[config.mk]
export PLATFORM = sky130hd
export DESIGN_NAME = q2r_div
export DESIGN_NICKNAME = d
export VERILOG_FILES = /design/src/hw/rtl/q2r_pkg.sv /design/src/hw/rtl/q2r_div.sv
export SDC_FILE = /design/constraint.sdc
export NUM_CORES = 2
export LEC_CHECK = 0
export ABC_AREA = 0
export BUFFER_PORTS_ARGS = -buffer_cell sky130_fd_sc_hd__buf_2
export CORE_UTILIZATION = 30
export CTS_BUF_LIST = sky130_fd_sc_hd__clkbuf_8 sky130_fd_sc_hd__clkbuf_16
export CTS_CLUSTER_DIAMETER = 80
export DETAILED_ROUTE_END_ITERATION = 10
export GPL_ROUTABILITY_DRIVEN = 0
export HOLD_SLACK_MARGIN = 0.15
export PLACE_DENSITY = 0.54
export REMOVE_ABC_BUFFERS = 1
export SETUP_SLACK_MARGIN = 0.2
export SYNTH_ARGS = -nofsm -noshare
export SYNTH_HDL_FRONTEND = slang
export SYNTH_SLANG_ARGS = --single-unit
[constraint.sdc]
create_clock -name clk_i -period 5.45 [get_ports clk_i]
set_input_delay 0.545 -clock clk_i [delete_from_list [all_inputs] [get_ports clk_i]]
set_output_delay 0.545 -clock clk_i [all_outputs]
set_load 0.02 [all_outputs]
[src/hw/rtl/q2r_pkg.sv]
`default_nettype none
package q2r_pkg;
  localparam int unsigned IN_W      = 16;
  localparam int unsigned OUT_W     = 16;
  localparam int unsigned FRAC_BITS = OUT_W - 2;
  localparam int unsigned PROD_W    = 2 * IN_W;
  localparam int unsigned DEN_W     = PROD_W + 1;
  localparam int unsigned NUM_W     = PROD_W + 2;
  localparam int unsigned DIV_STEPS = FRAC_BITS;
  // input reg, product reg, sum reg, divider steps, rounding reg
  localparam int unsigned LATENCY   = 3 + DIV_STEPS + 1;
  localparam logic [OUT_W-1:0] ONE_Q = OUT_W'(1) << FRAC_BITS;
endpackage
`default_nettype wire

[src/hw/rtl/q2r_div.sv]
`default_nettype none
// Pipelined restoring divider: round(mag * 2^FRAC_BITS / den), one step per stage.
module q2r_div import q2r_pkg::*; (
  input  wire logic             clk_i,
  input  wire logic             sat_i,
  input  wire logic             neg_i,
  input  wire logic [NUM_W-1:0] mag_i,
  input  wire logic [DEN_W-1:0] den_i,
  output logic      [OUT_W-1:0] q_o
);
  logic [DEN_W-1:0]     rem_s [DIV_STEPS+1];
  logic [DEN_W-1:0]     den_s [DIV_STEPS+1];
  logic [FRAC_BITS-1:0] quo_s [DIV_STEPS+1];
  logic                 sat_s [DIV_STEPS+1];
  logic                 neg_s [DIV_STEPS+1];

  // mag < den whenever sat is low, so it fits the remainder width
  assign rem_s[0] = mag_i[DEN_W-1:0];
  assign den_s[0] = den_i;
  assign quo_s[0] = '0;
  assign sat_s[0] = sat_i;
  assign neg_s[0] = neg_i;

  for (genvar k = 0; k < DIV_STEPS; k++) begin : g_step
    logic [DEN_W:0]   sh;
    logic             ge;
    logic [DEN_W-1:0] nxt;
    always_comb begin
      sh  = {rem_s[k], 1'b0};
      ge  = sh >= {1'b0, den_s[k]};
      nxt = ge ? DEN_W'(sh - {1'b0, den_s[k]}) : sh[DEN_W-1:0];
    end
    always_ff @(posedge clk_i) begin
      rem_s[k+1] <= nxt;
      den_s[k+1] <= den_s[k];
      quo_s[k+1] <= {quo_s[k][FRAC_BITS-2:0], ge};
      sat_s[k+1] <= sat_s[k];
      neg_s[k+1] <= neg_s[k];
    end
  end

  logic             rnd;
  logic [FRAC_BITS:0] qr;
  logic [OUT_W-1:0] mag;
  logic [OUT_W-1:0] q_d;
  always_comb begin
    rnd = {rem_s[DIV_STEPS], 1'b0} >= {1'b0, den_s[DIV_STEPS]};
    qr  = {1'b0, quo_s[DIV_STEPS]} + (FRAC_BITS+1)'(rnd);
    mag = sat_s[DIV_STEPS] ? ONE_Q : OUT_W'(qr);
    q_d = neg_s[DIV_STEPS] ? OUT_W'(-mag) : mag;
  end

  always_ff @(posedge clk_i) begin
    q_o <= q_d;
  end
endmodule
`default_nettype wire

# Word level (Yosys, flattened, before mapping)
# Cells that the tools add are included.
# W data, S select, Z words.
# totals
latchBits,0
regBits,1073
mem_bits_ro,0
n_memories,0
ram_bits,0
# op_classes
n_bitwise,0
n_div,0
mux,16
eq_ne,0
n_reduce_logical,0
add_sub_neg,16
order_cmp,15
shifts,0
multipliers,0
# ops
operator,n
$ge A34 B33 Y1,15
$mux W33,14
$sub A33 B33 Y33,14
$mux W16,1
$neg A15 Y16,1
$add A14 B1 Y15,1
$mux W15,1

# Logic depth before layout (Yosys ltp)
# depth
word_depth,5
depth_mapped,23
ltp_nobuf,22

# Worst setup path after synthesis
# OpenSTA, ideal clock, no wires.
# synth_path
path_kind,flip-flop to flip-flop
start,reg den_s[1] (netlist bit)
end,reg q_o[12]
path_buffers,1
required_ps,5333
path_stages_with_launch,23
arrival_ps,3858
setup_time_ps,117
setup_slack_ps,1475
path_cell_list,dfxtp_1 inv_1 ha_1 nor2b_1 o21a_1 o21a_1 o211ai_1 a21o_1 a21oi_1 o31ai_1 a21oi_1 o21ai_0 nand4_1 ha_1 clkbuf_1 nand2_1 xor2_1 nor2_1 or3b_2 or4b_1 nor2_1 o21ai_0 a22o_1
# synth_between
elab_chain_cells,5
# synth_lines
element,line,rtl
start: declaration,q2r_div.sv:12,logic [DEN_W-1:0] den_s [DIV_STEPS+1];
start signal: indexed assignment,q2r_div.sv:35,den_s[k+1] <= den_s[k];
$ge A34 B33 Y1 (*),q2r_div.sv:47,"rnd = {rem_s[DIV_STEPS], 1'b0} >= {1'b0, den_s[DIV_STEPS]};"
$add A14 B1 Y15 (*),q2r_div.sv:48,"qr = {1'b0, quo_s[DIV_STEPS]} + (FRAC_BITS+1)'(rnd);"
$mux W15 (*),q2r_div.sv:49,mag = sat_s[DIV_STEPS] ? ONE_Q : OUT_W'(qr);
$neg A15 Y16,q2r_div.sv:50,q_d = neg_s[DIV_STEPS] ? OUT_W'(-mag) : mag;
$mux W16 (*),q2r_div.sv:50,
net q_d[12],q2r_div.sv:45,logic [OUT_W-1:0] q_d;
end signal: assignment,q2r_div.sv:54,q_o <= q_d;
end: declaration,q2r_div.sv:9,output logic [OUT_W-1:0] q_o
# Mark *: on every way through the listed nets, which the timed path passes. The rest lies on a longest branch.
# A chain may end at the register's enable or synchronous reset.

# Final worst setup path
# Same ends and word-level chain as after synthesis.

==> flow_summary.ini <==
[clock_tree]
cts_buffers = 113
clockBufferDepth = 3
htree_levels = 3
cts.sinks = 1073
cts_resized = 0
clkTransAtPathRegs_ns = 0.06
cts_tree = done
clk_latency_ns = 0.72
root_buffer = clkbuf_16

[routing]
wirelength_um = 118000
drt-met1-wl_um = 52300
ant_nets = 0
drt_iter0_markers = 1812
wl_met3_um = 3580
vias_per_cell = 4.72
wl_per_cell_um = 13.8
vias = 40039
wl_met2_um = 54500
drc = 0
drt_first_pass_iters = 7
top_layer = met4

[critical_path]
r2r_start = den_s[1]$_DFF_P_
required_ns = 6.05
critPathKind = register to register
r2r_slack_ns = 0.73
rr_worst_depth = 22
critPathCaptureType = register
cp_max_fo = 4
cp-start-kind = register
cp_data_arrival_time_ns = 5.32
reg2reg_to = q_o[12]$_DFF_P_

[die]
fp-row-count = 154
design.core.area_sq_um = 176000
dieArea_sq_um = 180000
start_util = 0.303
ios = 86
die_h_um = 424
die-width_um = 424

[min_path]
holdPathEnd = neg_s[7]$_DFF_P_
min_from = neg_s[8]$_DFF_P_
worstHoldPathType = register to register
hold_depth = 0

[layout]
final_cells = 8488
area_growth_syn_to_layout_pct = 14.6
post-route-util = 0.347
final_nets = 6630
fill_cells = 17917
drive_gt1_frac = 0.0709
fin_area_sq_um = 61100

[synth]
synth_edf_count = 0
synth-main-ff-cell = dfxtp_1
ys_seq_area_frac = 0.403
synth_seq_cells = 1073
yosysWarnings = 0
synthCells = 5908
async_flop_share = 0
syn_area_sq_um = 53300
ys_types = 87
post_synth.cell_area_avg_sq_um = 9.03

[sta]
fmax_ghz = 0.212
rsz0062_at_grt = false
tightest_slew_ns = 1.15
fin_crit_sh = 0.865
min_period_ns = 4.72
finalHoldViolCount = 0
finalSetupViolCount = 0
tns_ns = 0
drv_slew = 0
worst_slack_ns = 0.734
max-slew-margin-rel = 0.213
finalClockSkew_ns = 0.0306

[pwr]
leakagePower_uw = 0.0281
p_sw_uw = 15500
combPwrFrac = 0.503
powerDensity_nw_per_um2 = 651
p_sw_frac = 0.390
intPower_uw = 24300
vdd_ir_drop_max_mv = 0.296
seqPwrFrac = 0.295
p_clk_frac = 0.202

[place]
dp_hpwl_um = 92000
place_ws_ns = 0.593
numPortBuffers = 84
dp_cells = 8206
placed_area_sq_um = 56400

[grt]
grt_pass1_vias = 40454
grt_pass1_wl_um = 195000
grt_max_degree = 55
antenna_found_initial = 0
grt_overflow_total = 0
track_usage = 0.130

[job]
drv_cap = 0

[run_status]
outcome = finished clean
==> cell families (layout without fill, tap and decap cells) <==
kind of cell,count (synthesis),in the layout,synth area share
AOI/OAI and AO/OA,1648,1648,0.194
and+or+nand+nor,1277,1277,0.112
DFF,1073,1073,0.403
buffers and inverters,776,1015,0.0559
adders and majority gates,511,511,0.122
xor gates and xnor gates,420,420,0.0690
muxes,203,203,0.0444
other,0,1,0
==> through the flow <==
stage / total power [uW] / hold WS, ns
floorplan: 27100 / 0.310
global placement: 31500 / 0.310
detailed placement: 31700 / 0.312
CTS: 40100 / 0.325
global route: 43000 / 0.317
finish: 39800 / 0.319
==> cell usage in the layout, fill, tap and decap left out, drive strengths merged, types with 190 or more instances in the layout <==
| master | n |
|---|---|
| dfxtp | 1073 |
| inv | 625 |
| ha | 497 |
| a21oi | 494 |
| o21ai | 430 |
| nand2 | 418 |
| nor2 | 330 |
| a21o | 262 |
| xnor2 | 245 |
| mux2 | 190 |
==> sequential cells by signal, summed over array words and instances, names as in the netlist <==
name       flops
den_s        462
g_step.sh    429
neg_s         14
q_o           16
quo_s        105
rem_s         33
sat_s         14
==> worst max-delay path, stage by stage, from the launching register on <==
cell and delay [ns]:
dfxtp_1 0.31, inv_1 0.04, ha_1 0.25, nor2b_1 0.13
o21a_1 0.16, o21a_1 0.16, o211ai_1 0.15, a21o_1 0.15
a21oi_1 0.08, o31ai_1 0.27, a21oi_1 0.13, o21ai_0 0.30
nand4_1 0.15, buf_4 0.20, ha_1 0.24, xor2_1 0.16
nand2b_1 0.10, ha_1 0.15, or3b_2 0.47, or4b_1 0.51
nor2_1 0.19, o21ai_0 0.12, a22o_1 0.18
==> how the worst max path moves through the flow <==
stage	startpoint	end	slack (ns)	depth (start not counted)
6_report	den_s[1]$_DFF_P_	q_o[12]$_DFF_P_	0.73	22
3_5_place_dp	den_s[1]$_DFF_P_	q_o[12]$_DFF_P_	0.59	22
4_1_cts	den_s[1]$_DFF_P_	q_o[12]$_DFF_P_	0.55	22
3_3_place_gp	den_s[1]$_DFF_P_	q_o[12]$_DFF_P_	0.44	22
2_1_floorplan	den_s[333]$_DFF_P_	g_step[5].sh[33]$_DFF_P_	0.69	12
5_1_grt	den_s[1]$_DFF_P_	q_o[14]$_DFF_P_	0.33	23
==> synthesized netlist by cell type (all sizes together), types with 12 or more instances <==
| cell | instances | area [sq um] |
|---|---|---|
| a21boi | 13 | 97.6 |
| inv | 604 | 2270 |
| xor2 | 175 | 1530 |
| a41oi | 13 | 114 |
| mux2i | 13 | 130 |
| o21a | 65 | 488 |
| or2 | 23 | 144 |
| or3 | 12 | 75.1 |
| nand3 | 115 | 576 |
| xnor2 | 245 | 2150 |
| buf | 27 | 173 |
| nand4 | 84 | 526 |
| nor2b | 56 | 350 |
| and2 | 23 | 144 |
| nor4 | 17 | 106 |
| o21bai | 68 | 510 |
| a211oi | 39 | 323 |
| nor2 | 330 | 1240 |
| clkbuf | 145 | 544 |
| and3 | 53 | 332 |
| mux2 | 190 | 2240 |
| a221oi | 12 | 111 |
| o211ai | 18 | 135 |
| ha | 497 | 6220 |
| o31ai | 34 | 255 |
| a31oi | 51 | 319 |
| nand2b | 70 | 438 |
| fa | 14 | 280 |
| a2111oi | 14 | 148 |
| o31a | 28 | 245 |
| a21oi | 494 | 2480 |
| nor3 | 46 | 230 |
| o21ai | 430 | 2150 |
| a21o | 262 | 1970 |
| nand2 | 418 | 1570 |
| dfxtp | 1073 | 21500 |
==> layer usage <==
metal | track usage | vias up
met5 | 0 | -
met4 | 0.0752 | 0
met3 | 0.0190 | 338
met2 | 0.228 | 810
met1 | 0.149 | 18087
li1 | - | 20804
==> what timing repair did <==
item                                   CTS  global route
setup endpoints to repair                0             0
endpoints found under the hold margin   68             0
hold buffers                            68             0
setup buffers                            0             0
==> power by group through the flow <==
stage                     combinational [uW]  sequential [uW]  clock, uW
after floorplan                        15700            11400          0
final                                  20000            11700       8030
after global placement                 19600            11900          0
after CTS                              20000            11700       8320
after detailed placement               19800            11900          0
after global routing                   22400            12000       8630
==> final cells by class <==
type                            count  area [sq um]  area share
Tap cell                         2340          2930      0.0479
Sequential cell                  1073         21500       0.352
Clock buffer                      148          3340      0.0547
Antenna cell                        1          2.50   0.0000410
Inverter                          604          2270      0.0371
Clock inverter                     65           661      0.0108
Timing Repair Buffer              198          1470      0.0241
Multi-Input combinational cell   4059         29000       0.474
No activity file was read; power rests on OpenSTA's default activity.
